===== config.mk =====
export PLATFORM = sky130hd
export DESIGN_NAME = packet_header_deframer_top_flat
export DESIGN_NICKNAME = d
export VERILOG_FILES = /design/src/phd_pkg.sv /design/src/phd_if.sv /design/src/phd_collect.sv /design/src/phd_classify.sv /design/src/packet_header_deframer_top.sv /design/src/flat_wrapper.sv
export VERILOG_INCLUDE_DIRS = /design/src /design/src/src
export SDC_FILE = /design/constraint.sdc
export NUM_CORES = 1
export LEC_CHECK = 0
export BUFFER_PORTS_ARGS = -buffer_cell sky130_fd_sc_hd__buf_2
export CORE_UTILIZATION = 52
export CTS_CLUSTER_DIAMETER = 200
export DETAILED_ROUTE_END_ITERATION = 10
export GPL_TIMING_DRIVEN = 1
export PLACE_DENSITY = 0.73
export SYNTH_ARGS = -nofsm -noshare
export SYNTH_HDL_FRONTEND = slang
export SYNTH_SLANG_ARGS = --single-unit
export TNS_END_PERCENT = 50

===== constraint.sdc =====
create_clock -name clk_i -period 2.3 [get_ports clk_i]
set_clock_uncertainty 0.05 [all_clocks]
set_input_delay 0.345 -clock clk_i [delete_from_list [all_inputs] [get_ports clk_i]]
set_output_delay 0.345 -clock clk_i [all_outputs]
set_load 0.005 [all_outputs]

===== src/assert_macros.svh =====
// assertion macros shared by the deframer rtl
`ifndef ASSERT_MACROS_SVH
`define ASSERT_MACROS_SVH

// property checked on every rising clock edge outside reset
`define PHD_ASSERT(lbl, clk, rst_n, prop, msg) \
  lbl: assert property (@(posedge clk) disable iff (!rst_n) prop) else $error(msg);

// implication checked on the next clock edge outside reset
`define PHD_ASSERT_NEXT(lbl, clk, rst_n, ante, cons, msg) \
  lbl: assert property (@(posedge clk) disable iff (!rst_n) (ante) |=> (cons)) \
    else $error(msg);

`endif


===== src/phd_pkg.sv =====
// types and constants of the packet header deframer
`default_nettype none

package phd_pkg;

  // configuration register indexes
  localparam logic [1:0] CfgSyncValue  = 2'd0;
  localparam logic [1:0] CfgCheckValue = 2'd1;
  localparam logic [1:0] CfgRxSizeCode = 2'd2;

  localparam int unsigned CfgIdxWidth  = 2;
  localparam int unsigned CfgDataWidth = 16;

  // register reset values
  localparam logic [7:0]  SyncValueRst  = 8'd16;
  localparam logic [15:0] CheckValueRst = 16'd43690;
  localparam logic [3:0]  RxSizeCodeRst = 4'd2;

  // size codes
  localparam logic [7:0] CtrlSizeCode = 8'd9;
  localparam logic [3:0] MaxDataSize  = 4'd8;

  // header bytes held before the xor byte
  localparam int unsigned HeaderBody = 4;
  localparam logic [2:0]  LastBodyIdx = 3'd4;

  typedef enum logic [2:0] {
    StatusCtrlOk   = 3'd0,
    StatusDataOk   = 3'd1,
    StatusBadXor   = 3'd2,
    StatusBadCheck = 3'd3,
    StatusIgnored  = 3'd4
  } frame_status_e;

  typedef struct packed {
    logic [7:0]  sync_value;
    logic [15:0] check_value;
    logic [3:0]  rx_size_code;
  } cfg_t;

  typedef struct packed {
    logic [7:0]  size_code;
    logic [15:0] check_word;
    logic [7:0]  control_byte;
    logic        xor_ok;
  } hdr_t;

endpackage

`default_nettype wire


===== src/phd_if.sv =====
// channel interfaces: received bytes in, frame results out
`default_nettype none

interface phd_rx_if;
  logic       valid;
  logic       ready;
  logic [7:0] rx_byte;

  modport source (output valid, output rx_byte, input ready);
  modport sink (input valid, input rx_byte, output ready);
endinterface

interface phd_frame_if;
  logic        valid;
  logic        ready;
  logic [2:0]  frame_status;
  logic [7:0]  control_byte;
  logic [15:0] check_word;
  logic [7:0]  size_code;

  modport source (output valid, output frame_status, output control_byte,
                  output check_word, output size_code, input ready);
  modport sink (input valid, input frame_status, input control_byte,
                input check_word, input size_code, output ready);
endinterface

`default_nettype wire


===== src/phd_collect.sv =====
// sync hunt and header byte collection, registers the finished header
`default_nettype none

module phd_collect (
  input  wire logic          clk_i,
  input  wire logic          rst_ni,
  input  wire logic          beat_i,
  input  wire logic [7:0]    byte_i,
  input  wire logic [7:0]    sync_value_i,
  input  wire logic          hdr_take_i,
  output logic               hdr_valid_o,
  output phd_pkg::hdr_t      hdr_o
);

  logic       collecting_q, collecting_d;
  logic [2:0] idx_q, idx_d;
  logic [7:0] xor_q, xor_d;
  logic [7:0] store_q [phd_pkg::HeaderBody];
  logic       store_we;
  logic       hdr_load;
  logic       hdr_valid_q, hdr_valid_d;
  phd_pkg::hdr_t hdr_q, hdr_d;

  always_comb begin
    collecting_d = collecting_q;
    idx_d        = idx_q;
    xor_d        = xor_q;
    store_we     = 1'b0;
    hdr_load     = 1'b0;
    if (beat_i) begin
      if (!collecting_q) begin
        if (byte_i == sync_value_i) begin
          collecting_d = 1'b1;
          idx_d        = '0;
          xor_d        = '0;
        end
      end else if (idx_q != phd_pkg::LastBodyIdx) begin
        store_we = 1'b1;
        xor_d    = xor_q ^ byte_i;
        idx_d    = idx_q + 3'd1;
      end else begin
        // fifth byte is the header xor
        hdr_load     = 1'b1;
        collecting_d = 1'b0;
        idx_d        = '0;
        xor_d        = '0;
      end
    end
  end

  always_comb begin
    hdr_d.size_code    = store_q[0];
    hdr_d.check_word   = {store_q[2], store_q[1]};
    hdr_d.control_byte = store_q[3];
    hdr_d.xor_ok       = (xor_q == byte_i);
  end

  always_comb begin
    hdr_valid_d = hdr_valid_q;
    if (hdr_load) begin
      hdr_valid_d = 1'b1;
    end else if (hdr_take_i) begin
      hdr_valid_d = 1'b0;
    end
  end

  always_ff @(posedge clk_i or negedge rst_ni) begin
    if (!rst_ni) begin
      collecting_q <= 1'b0;
      idx_q        <= '0;
      xor_q        <= '0;
      hdr_valid_q  <= 1'b0;
    end else begin
      collecting_q <= collecting_d;
      idx_q        <= idx_d;
      xor_q        <= xor_d;
      hdr_valid_q  <= hdr_valid_d;
    end
  end

  always_ff @(posedge clk_i) begin
    if (store_we) begin
      store_q[idx_q[1:0]] <= byte_i;
    end
    if (hdr_load) begin
      hdr_q <= hdr_d;
    end
  end

  assign hdr_valid_o = hdr_valid_q;
  assign hdr_o       = hdr_q;

endmodule

`default_nettype wire


===== src/phd_classify.sv =====
// frame classification and the result register
`default_nettype none

module phd_classify (
  input  wire logic          clk_i,
  input  wire logic          rst_ni,
  input  wire logic          hdr_valid_i,
  input  wire phd_pkg::hdr_t hdr_i,
  input  wire phd_pkg::cfg_t cfg_i,
  input  wire logic          out_ready_i,
  output logic               hdr_take_o,
  output logic               out_valid_o,
  output phd_pkg::frame_status_e status_o,
  output phd_pkg::hdr_t      out_hdr_o
);

  logic                   out_valid_q, out_valid_d;
  logic                   take;
  logic [15:0]            total;
  logic                   data_ok;
  phd_pkg::frame_status_e status_d, status_q;
  phd_pkg::hdr_t          out_hdr_q;

  assign take  = hdr_valid_i && (!out_valid_q || out_ready_i);
  assign total = hdr_i.check_word + {8'd0, hdr_i.control_byte};

  // a data header needs a legal receive size code that matches
  assign data_ok = (cfg_i.rx_size_code != 4'd0)
                && (cfg_i.rx_size_code <= phd_pkg::MaxDataSize)
                && (hdr_i.size_code == {4'd0, cfg_i.rx_size_code});

  always_comb begin
    priority if (!hdr_i.xor_ok) begin
      status_d = phd_pkg::StatusBadXor;
    end else if (hdr_i.size_code == phd_pkg::CtrlSizeCode) begin
      status_d = (total == cfg_i.check_value) ? phd_pkg::StatusCtrlOk
                                              : phd_pkg::StatusBadCheck;
    end else if (data_ok) begin
      status_d = phd_pkg::StatusDataOk;
    end else begin
      status_d = phd_pkg::StatusIgnored;
    end
  end

  always_comb begin
    out_valid_d = out_valid_q;
    if (take) begin
      out_valid_d = 1'b1;
    end else if (out_ready_i) begin
      out_valid_d = 1'b0;
    end
  end

  always_ff @(posedge clk_i or negedge rst_ni) begin
    if (!rst_ni) begin
      out_valid_q <= 1'b0;
    end else begin
      out_valid_q <= out_valid_d;
    end
  end

  always_ff @(posedge clk_i) begin
    if (take) begin
      status_q  <= status_d;
      out_hdr_q <= hdr_i;
    end
  end

  assign hdr_take_o  = take;
  assign out_valid_o = out_valid_q;
  assign status_o    = status_q;
  assign out_hdr_o   = out_hdr_q;

endmodule

`default_nettype wire


===== src/packet_header_deframer_top.sv =====
// packet header deframer: sync hunt, header collection and frame classification
//
// rx_i carries one received line byte per beat; frame_o carries one result
// per complete header: status, control byte, check word and size code.
// the block hunts for the sync byte, takes the next four bytes as header body
// and the fifth as header xor, and on that fifth byte produces one result.
// all other bytes produce nothing.
// a result is valid once it has been loaded into the header register and
// then into the result register, after the beat of the xor byte.
// throughput: one byte per cycle while rx_i.ready is high; the header
// register and the result register form a two-deep pipe, so the byte
// stream keeps flowing while a result waits to be taken.
// when frame_o stalls and both registers hold a result, rx_i.ready drops
// until the result register empties.
// configuration: cfg_we_i writes register cfg_idx_i (0 sync value, 1 check
// value, 2 receive size code) with cfg_data_i; write only while idle.
// reset clears hunt state and pipe valids and loads register defaults;
// no clearing pass is needed.
`default_nettype none

`include "assert_macros.svh"

module packet_header_deframer_top (
  input  wire logic                              clk_i,
  input  wire logic                              rst_ni,
  input  wire logic                              cfg_we_i,
  input  wire logic [phd_pkg::CfgIdxWidth-1:0]   cfg_idx_i,
  input  wire logic [phd_pkg::CfgDataWidth-1:0]  cfg_data_i,
  phd_rx_if.sink                                 rx_i,
  phd_frame_if.source                            frame_o
);

  phd_pkg::cfg_t          cfg_q, cfg_d;
  phd_pkg::hdr_t          hdr;
  phd_pkg::hdr_t          out_hdr;
  phd_pkg::frame_status_e status;
  logic                   hdr_valid;
  logic                   hdr_take;
  logic                   out_valid;
  logic                   beat;

  always_comb begin
    cfg_d = cfg_q;
    if (cfg_we_i) begin
      unique case (cfg_idx_i)
        phd_pkg::CfgSyncValue:  cfg_d.sync_value   = cfg_data_i[7:0];
        phd_pkg::CfgCheckValue: cfg_d.check_value  = cfg_data_i;
        phd_pkg::CfgRxSizeCode: cfg_d.rx_size_code = cfg_data_i[3:0];
        default:                cfg_d = cfg_q;
      endcase
    end
  end

  always_ff @(posedge clk_i or negedge rst_ni) begin
    if (!rst_ni) begin
      cfg_q.sync_value   <= phd_pkg::SyncValueRst;
      cfg_q.check_value  <= phd_pkg::CheckValueRst;
      cfg_q.rx_size_code <= phd_pkg::RxSizeCodeRst;
    end else begin
      cfg_q <= cfg_d;
    end
  end

  // header register may refill in the cycle it drains
  assign rx_i.ready = !hdr_valid || hdr_take;
  assign beat       = rx_i.valid && rx_i.ready;

  phd_collect u_collect (
    .clk_i        (clk_i),
    .rst_ni       (rst_ni),
    .beat_i       (beat),
    .byte_i       (rx_i.rx_byte),
    .sync_value_i (cfg_q.sync_value),
    .hdr_take_i   (hdr_take),
    .hdr_valid_o  (hdr_valid),
    .hdr_o        (hdr)
  );

  phd_classify u_classify (
    .clk_i       (clk_i),
    .rst_ni      (rst_ni),
    .hdr_valid_i (hdr_valid),
    .hdr_i       (hdr),
    .cfg_i       (cfg_q),
    .out_ready_i (frame_o.ready),
    .hdr_take_o  (hdr_take),
    .out_valid_o (out_valid),
    .status_o    (status),
    .out_hdr_o   (out_hdr)
  );

  assign frame_o.valid        = out_valid;
  assign frame_o.frame_status = status;
  assign frame_o.control_byte = out_hdr.control_byte;
  assign frame_o.check_word   = out_hdr.check_word;
  assign frame_o.size_code    = out_hdr.size_code;

  `PHD_ASSERT(a_ready_low_needs_hdr, clk_i, rst_ni, !rx_i.ready |-> hdr_valid, "ready low with empty header register")
  `PHD_ASSERT(a_result_from_hdr, clk_i, rst_ni, $rose(frame_o.valid) |-> $past(hdr_valid), "result without header")
  `PHD_ASSERT_NEXT(a_hdr_holds, clk_i, rst_ni, hdr_valid && !hdr_take, hdr_valid, "header dropped while stalled")

endmodule

`default_nettype wire

===== src/flat_wrapper.sv =====
// flat-port wrapper written by rule: the top's interface ports become plain ports
module packet_header_deframer_top_flat 
  (clk_i, rst_ni, cfg_we_i, cfg_idx_i, cfg_data_i, rx_i_valid, rx_i_rx_byte, rx_i_ready, frame_o_valid, frame_o_frame_status, frame_o_control_byte, frame_o_check_word, frame_o_size_code, frame_o_ready);
  phd_rx_if rx_i_i ();
  phd_frame_if frame_o_i ();
  input  wire logic clk_i;
  input  wire logic rst_ni;
  input  wire logic cfg_we_i;
  input  wire logic [phd_pkg::CfgIdxWidth-1:0] cfg_idx_i;
  input  wire logic [phd_pkg::CfgDataWidth-1:0] cfg_data_i;
  input wire logic [$bits(rx_i_i.valid)-1:0] rx_i_valid;
  input wire logic [$bits(rx_i_i.rx_byte)-1:0] rx_i_rx_byte;
  output wire logic [$bits(rx_i_i.ready)-1:0] rx_i_ready;
  output wire logic [$bits(frame_o_i.valid)-1:0] frame_o_valid;
  output wire logic [$bits(frame_o_i.frame_status)-1:0] frame_o_frame_status;
  output wire logic [$bits(frame_o_i.control_byte)-1:0] frame_o_control_byte;
  output wire logic [$bits(frame_o_i.check_word)-1:0] frame_o_check_word;
  output wire logic [$bits(frame_o_i.size_code)-1:0] frame_o_size_code;
  input wire logic [$bits(frame_o_i.ready)-1:0] frame_o_ready;
  assign rx_i_i.valid = rx_i_valid;
  assign rx_i_i.rx_byte = rx_i_rx_byte;
  assign rx_i_ready = rx_i_i.ready;
  assign frame_o_valid = frame_o_i.valid;
  assign frame_o_frame_status = frame_o_i.frame_status;
  assign frame_o_control_byte = frame_o_i.control_byte;
  assign frame_o_check_word = frame_o_i.check_word;
  assign frame_o_size_code = frame_o_i.size_code;
  assign frame_o_i.ready = frame_o_ready;
  packet_header_deframer_top u_core (.clk_i(clk_i), .rst_ni(rst_ni), .cfg_we_i(cfg_we_i), .cfg_idx_i(cfg_idx_i), .cfg_data_i(cfg_data_i), .rx_i(rx_i_i), .frame_o(frame_o_i));
endmodule

## After elaboration in Yosys (flattened, before gate mapping)

Memories as Yosys holds them, arrays and structs flattened. A register that Yosys moved wholly into a read port is not among the register bits.
Cells that the tools add are included.

| cells by class | value |
|---|---|
| add/subtract/negate cells | 2 |
| order comparisons | 1 |
| eq/ne operators | 8 |
| mux-type cells | 23 |
| bitwise operators | 1 |
| reduce and logical (&&, ||, !) cells | 17 |

Operators by type and width:

| kind | count |
|---|---|
| 8-bit 2-to-1 mux | 3 |
| 16-bit by 8-bit adder with 16-bit output | 1 |
| 16-bit == test | 1 |
| 8-bit == test | 2 |
| 3-bit 2-to-1 mux | 5 |
| 1-bit 2-to-1 mux | 14 |
| 8-bit by 4-bit == test with 1-bit output | 1 |
| 8-bit by 4-bit == test with 1-bit output, second input constant | 1 |
| 2-bit AND reduction | 4 |
| 8-bit XOR | 1 |
| 2-bit nonzero test | 3 |
| 4-bit less-or-equal comparator, second input constant | 1 |
| 1-bit logical AND | 4 |
| 4-bit nonzero test | 1 |
| 3-bit by 1-bit adder with 3-bit output, second input constant | 1 |
| 3-bit != test, second input constant | 1 |
| 2-bit by 1-bit == test with 1-bit output, second input constant | 1 |
| 2-bit == test, second input constant | 1 |
| 1-bit zero test | 2 |
| 2-bit zero test | 1 |
| 1-bit logical OR | 2 |
| 2-bit 2-to-1 mux | 1 |

| storage, ports and cells | value |
|---|---|
| register bits after elaboration | 78 |
| memory bits (writable) | 32 |
| bits of input ports | 31 |
| output and inout port bits | 37 |
| logic and storage cells | 66 |
| memories | 1 |

Memories:

| name | words | bits a word | rd ports | clocked after Yosys merged registers in | wr ports | line | source |
|---|---|---|---|---|---|---|---|
| u_core.u_collect.store_q | 4 | 8 | 4 | 4 | 1 | phd_collect.sv:18 | `logic [7:0] store_q [phd_pkg::HeaderBody];` |

## Depth between registers and ports, before layout

| logic depth | value |
|---|---|
| word-level depth | 8 |
| depth in mapped cells | 8 |
| mapped depth without buffers | 8 |

## Hierarchy

A second synthesis with hierarchy kept.

| second synthesis, totals | value |
|---|---|
| cells, all modules | 406 |
| area, all modules | 6095.8 µm² |

Modules (own cells, without submodules):

| module | times used | cells an instance | area each (µm²) | sequential area each (µm²) |
|---|---|---|---|---|
| phd_collect | 1 | 176 | 2961.6 | 2277.2 |
| phd_classify | 1 | 168 | 2035.7 | 1106.1 |
| packet_header_deframer_top | 1 | 62 | 1098.6 | 713.2 |

## Least setup slack after synthesis

Ideal clock, no wire load.

| path | value |
|---|---|
| kind | register to register |
| start point | register u_core.u_collect.hdr_o[1] (netlist name) |
| end point | register u_core.u_classify.status_q[1], in the netlist u_core.u_classify.status_o[1], data pin |
| setup time | 0.275 ns |
| data arrival time | 2.093 ns |
| data required time | 1.975 ns |
| setup slack | -0.118 ns |
| cell stages (with the launch flop) | 9 |
| buffers on the path | 0 |
| period minus slack after synthesis | 2.418 ns |
| path through | edfxtp_1 -> ha_1 -> fa_1 -> xnor2_1 -> o211ai_1 -> nor4b_1 -> nand4_1 -> nor4_1 -> a32oi_1 |

| on the way | value |
|---|---|
| cells in the longest elaborated chain, start to end | 4 |

RTL lines:

| what | line | source |
|---|---|---|
| 16-bit by 8-bit adder with 16-bit output | phd_classify.sv:25 | `assign total = hdr_i.check_word + {8'd0, hdr_i.control_byte};` |
| 16-bit == test | phd_classify.sv:36 | `status_d = (total == cfg_i.check_value) ? phd_pkg::StatusCtrlOk` |
| 2-bit 2-to-1 mux | phd_classify.sv:36 |  |
| 3-bit 2-to-1 mux | phd_classify.sv:35 | `end else if (hdr_i.size_code == phd_pkg::CtrlSizeCode) begin` |
| end signal: assignment | phd_classify.sv:64 | `status_q <= status_d;` |
| end: declaration | phd_classify.sv:21 | `phd_pkg::frame_status_e status_d, status_q;` |

Every way passes these cells.
A chain may end at the register's enable or synchronous reset.

## Worst setup path after layout

| path | value |
|---|---|
| start point | register u_core.u_collect.hdr_o[1] (netlist name) |
| end point | register u_core.u_classify.status_q[1], in the netlist u_core.u_classify.status_o[1], data pin |

| on the way | value |
|---|---|
| cells in the longest elaborated chain, start to end | 4 |

RTL lines:

| what | line |
|---|---|
| 16-bit by 8-bit adder with 16-bit output | phd_classify.sv:25 |
| 16-bit == test | phd_classify.sv:36 |
| 2-bit 2-to-1 mux | phd_classify.sv:36 |
| 3-bit 2-to-1 mux | phd_classify.sv:35 |

Every way passes these cells.

==> metrics <==
Worst path max stage delay=0.55 ns; slowest cell on the critical path=fa_2; simple-gate share of the synthesized area=0.0893; Ant. Diodes=0; drt pass-1 iters=4; Clock Pin Slew Worst Setup and Hold Paths=0.06 ns; crit path cell chain=ha_2 -> fa_2 -> xnor2_2 -> o211ai_1 -> nor4b_2 -> nand4_1 -> nor4_2 -> a32oi_1; Rows=38; asr flop ratio synth=0.296; adder and majority gate portion of the synthesized area=0.0293; Cells after Synth=378; wire length per cell=17.6 um; violated checks=negative setup slack; Leak=0.00279 uW; sequential-to-total area share from yosys stat=0.701; CP startpoint kind=flop; status=finished with violations; vias in the first global route=3,496; worst-case clock buffer depth=2; worst IR drop on VDD=589 uV; Synth cell types=53; Worst Path Max Fanout=2; Yosys warning count=0; Synth Area in Compound Gates=0.0565; total track usage=0.217; CTS tree=yes; main combinational cell family by area after synthesis=simple AND/OR/NAND/NOR gates; Final Hold Viols=0; clk_lat worst skew=0.53 ns; routed via count=3,498; Fmax=0.395 GHz; footprint of the multi-input gates=1730 um2; Syn Nets=422; Hold WC Path Type=input pin to flop; Post-synth EDFFs=100; placer's final routability congestion estimate=0.910; Top FF cell, synth=edfxtp_1; buffers added on ports=67; largest net degree at the start of global routing=28; CORE AREA=10,800 um2; Worst Path Buf+Inv=0; first-pass GRT wire length=17,700 um; Top Ports=68; CP endpoint kind=flop; Mean Syn Cell Area=15.3 um2; HPWL after DPL=8180 um; max_cap viols=0; RSZ-0062 raised after global routing=yes; gr ovfl total=0; CP Class=flop to flop; Worst R2R Setup Slack=-0.23 ns; vias per cell=5.41; CTS root buf=clkbuf_8; Slew Viols, Final=0; placement-stage cell area=6480 um2; Die Y=108 um; fill count=769; layout cells sized above 1=0.344; post-synthesis register bit count=142; Critical Path RT=2.50 ns; Finished Cell Area=7210 um2; Initial Utilization=0.535; die span in x=108 um; dominant cells by area after synthesis=edfxtp_1 (52%), dfrtp_1 (14%), mux2_2 (5.4%); Reg area=4070 um2; pwr/cell area=900 nW/um2; CTS Sinks=142; crit path time final=2.53 ns; total CTS buffers=17; CP arrival=2.73 ns; post-route setup slack=-0.232 ns; mapped cell area=5800 um2; worst hold slack=0.0464 ns; mux share of post-synthesis cell area=0.0561; post-route ant nets=0; initial drt markers=175; crit-path leading delay family=adder cells; Synth-to-Final Area Change=24.2%; area share of the largest cell type after synthesis=0.518; die area=11,600 um2; Max-slew headroom=0.636; DRC=0; initial antenna violation count=0; htree depth=4; Slew @ Worst Pin=0.546 ns; leading area contributor after synthesis=edfxtp_1; post-synthesis xor/xnor area fraction=0.0604; WL final=11,400 um; period utilisation layout=1.10; Setup Viol. Count Final=2; nets@finish=537
==> registers in the layout (all words and copies together) (netlist names) <==
name and count:
u_core.cfg_q 28, u_core.u_classify.out_hdr_o 32, u_core.u_classify.out_valid_o 1, u_core.u_classify.status_o 3
u_core.u_collect.collecting_q 1, u_core.u_collect.hdr_o 33, u_core.u_collect.hdr_valid_o 1, u_core.u_collect.idx_q 3
u_core.u_collect.store_q 32, u_core.u_collect.xor_q 8
==> through the flow <==
stage | util | setup TNS (ns) | instances | total power, uW | worst slack, ns
finish | 0.665 | -0.402 | 646 | 6480 | -0.232
global route | 0.665 | -0.632 | 646 | 6730 | -0.347
floorplan | - | 0 | 378 | 3620 | 0.00244
detailed placement | 0.598 | -0.352 | 602 | 3850 | -0.206
CTS | 0.663 | -0.324 | 645 | 6520 | -0.191
global placement | 0.598 | -0.231 | 602 | 3800 | -0.126
==> where the power goes <==
group / internal [uW] / leakage, uW / switching [uW] / total, uW
sequential: 2980 / 0.00140 / 180 / 3160
clock: 1660 / 0.000282 / 985 / 2650
combinational: 339 / 0.00110 / 337 / 676
==> cell families after synthesis <==
family | Yosys count
DFF | 142
and+or+nand+nor | 93
AOI/OAI and AO/OA | 50
xor gates and xnor gates | 40
muxes | 29
adders and majority gates | 13
buffers and inverters | 11
==> path summary, 6_finish.rpt <==
path                                                start                            end  depth (start not counted)
min                                         cfg_data_i[4]               u_core.cfg_q[24]                          2
min in group asynchronous                          rst_ni                u_core.cfg_q[4]                          2
max in group asynchronous                          rst_ni               u_core.cfg_q[17]                          3
max reg2reg                     u_core.u_collect.hdr_o[1]  u_core.u_classify.status_o[1]                          8
max                             u_core.u_collect.hdr_o[1]  u_core.u_classify.status_o[1]                          8
min reg2reg                u_core.u_collect.store_q[0][3]     u_core.u_collect.hdr_o[28]                          0
==> what timing repair did <==
action / 4_1_cts / 5_1_grt
pin swaps: 4 / 4
gates resized for setup: 2 / 3
endpoints found under the hold margin: 22 / 0
endpoints found under the setup margin: 2 / 2
gates cloned: 0 / 0
hold buffers: 9 / 0
setup buffers: 2 / 1
==> routing by layer <==
| metal | GRT usage | vias up | share of wire |
|---|---|---|---|
| met2 | 0.361 | 121 | 0.50 |
| met1 | 0.264 | 1700 | 0.42 |
| met5 | 0 | - | 0 |
| li1 | - | 1656 | - |
| met4 | 0.107 | 0 | 0.020 |
| met3 | 0.0527 | 21 | 0.055 |
==> placed cells by master (no fill, tap or decap), types with 3 or more instances in the layout <==
cell	instances
edfxtp_1	100
dlygate4sd3_1	9
clkbuf_1	3
nand4_1	6
ha_1	11
dfstp_2	10
dfrtp_1	32
and3_1	8
o21ai_0	17
inv_1	5
buf_4	25
nand3_1	7
xnor2_1	25
and2_1	3
nor2_1	16
clkbuf_8	3
clkbuf_16	17
buf_2	67
nand3b_1	5
nor3_1	4
o21ai_1	5
mux2_2	28
nand2_1	21
nor4_1	3
xor2_1	14
a21oi_1	5
nand2b_1	4
==> Yosys cell counts, drive strengths merged (2+ instances only) <==
| cell type | n |
|---|---|
| nand2 | 21 |
| nor3 | 4 |
| o211ai | 4 |
| ha | 12 |
| and3 | 8 |
| dfrtp | 32 |
| a2bb2oi | 2 |
| a21oi | 6 |
| o21ai | 22 |
| edfxtp | 100 |
| dfstp | 10 |
| o22ai | 2 |
| inv | 5 |
| o2111ai | 2 |
| nand4 | 6 |
| nand3 | 7 |
| xnor2 | 26 |
| nand2b | 4 |
| nor2b | 2 |
| a32oi | 2 |
| buf | 2 |
| a211oi | 2 |
| nor4b | 3 |
| nor4 | 4 |
| mux2 | 28 |
| or3 | 2 |
| nor2 | 16 |
| or2 | 3 |
| clkbuf | 4 |
| nand3b | 5 |
| and2 | 3 |
| nor3b | 2 |
| xor2 | 14 |
==> final cells by class <==
type                            instances  share of cell area
Sequential cell                       142               0.564
Multi-Input combinational cell        225               0.240
Timing Repair Buffer                  102              0.0879
Clock buffer                           23              0.0663
Tap cell                              140              0.0243
Clock inverter                          9              0.0149
Inverter                                5             0.00260
==> worst reg2reg max path: stages (launching register included) <==
cell,delay [ns]
edfxtp_1,0.40
ha_2,0.22
fa_2,0.55
xnor2_2,0.12
o211ai_1,0.15
nor4b_2,0.26
nand4_1,0.15
nor4_2,0.20
a32oi_1,0.17
Note: power is estimated with default switching activity, not from simulation.
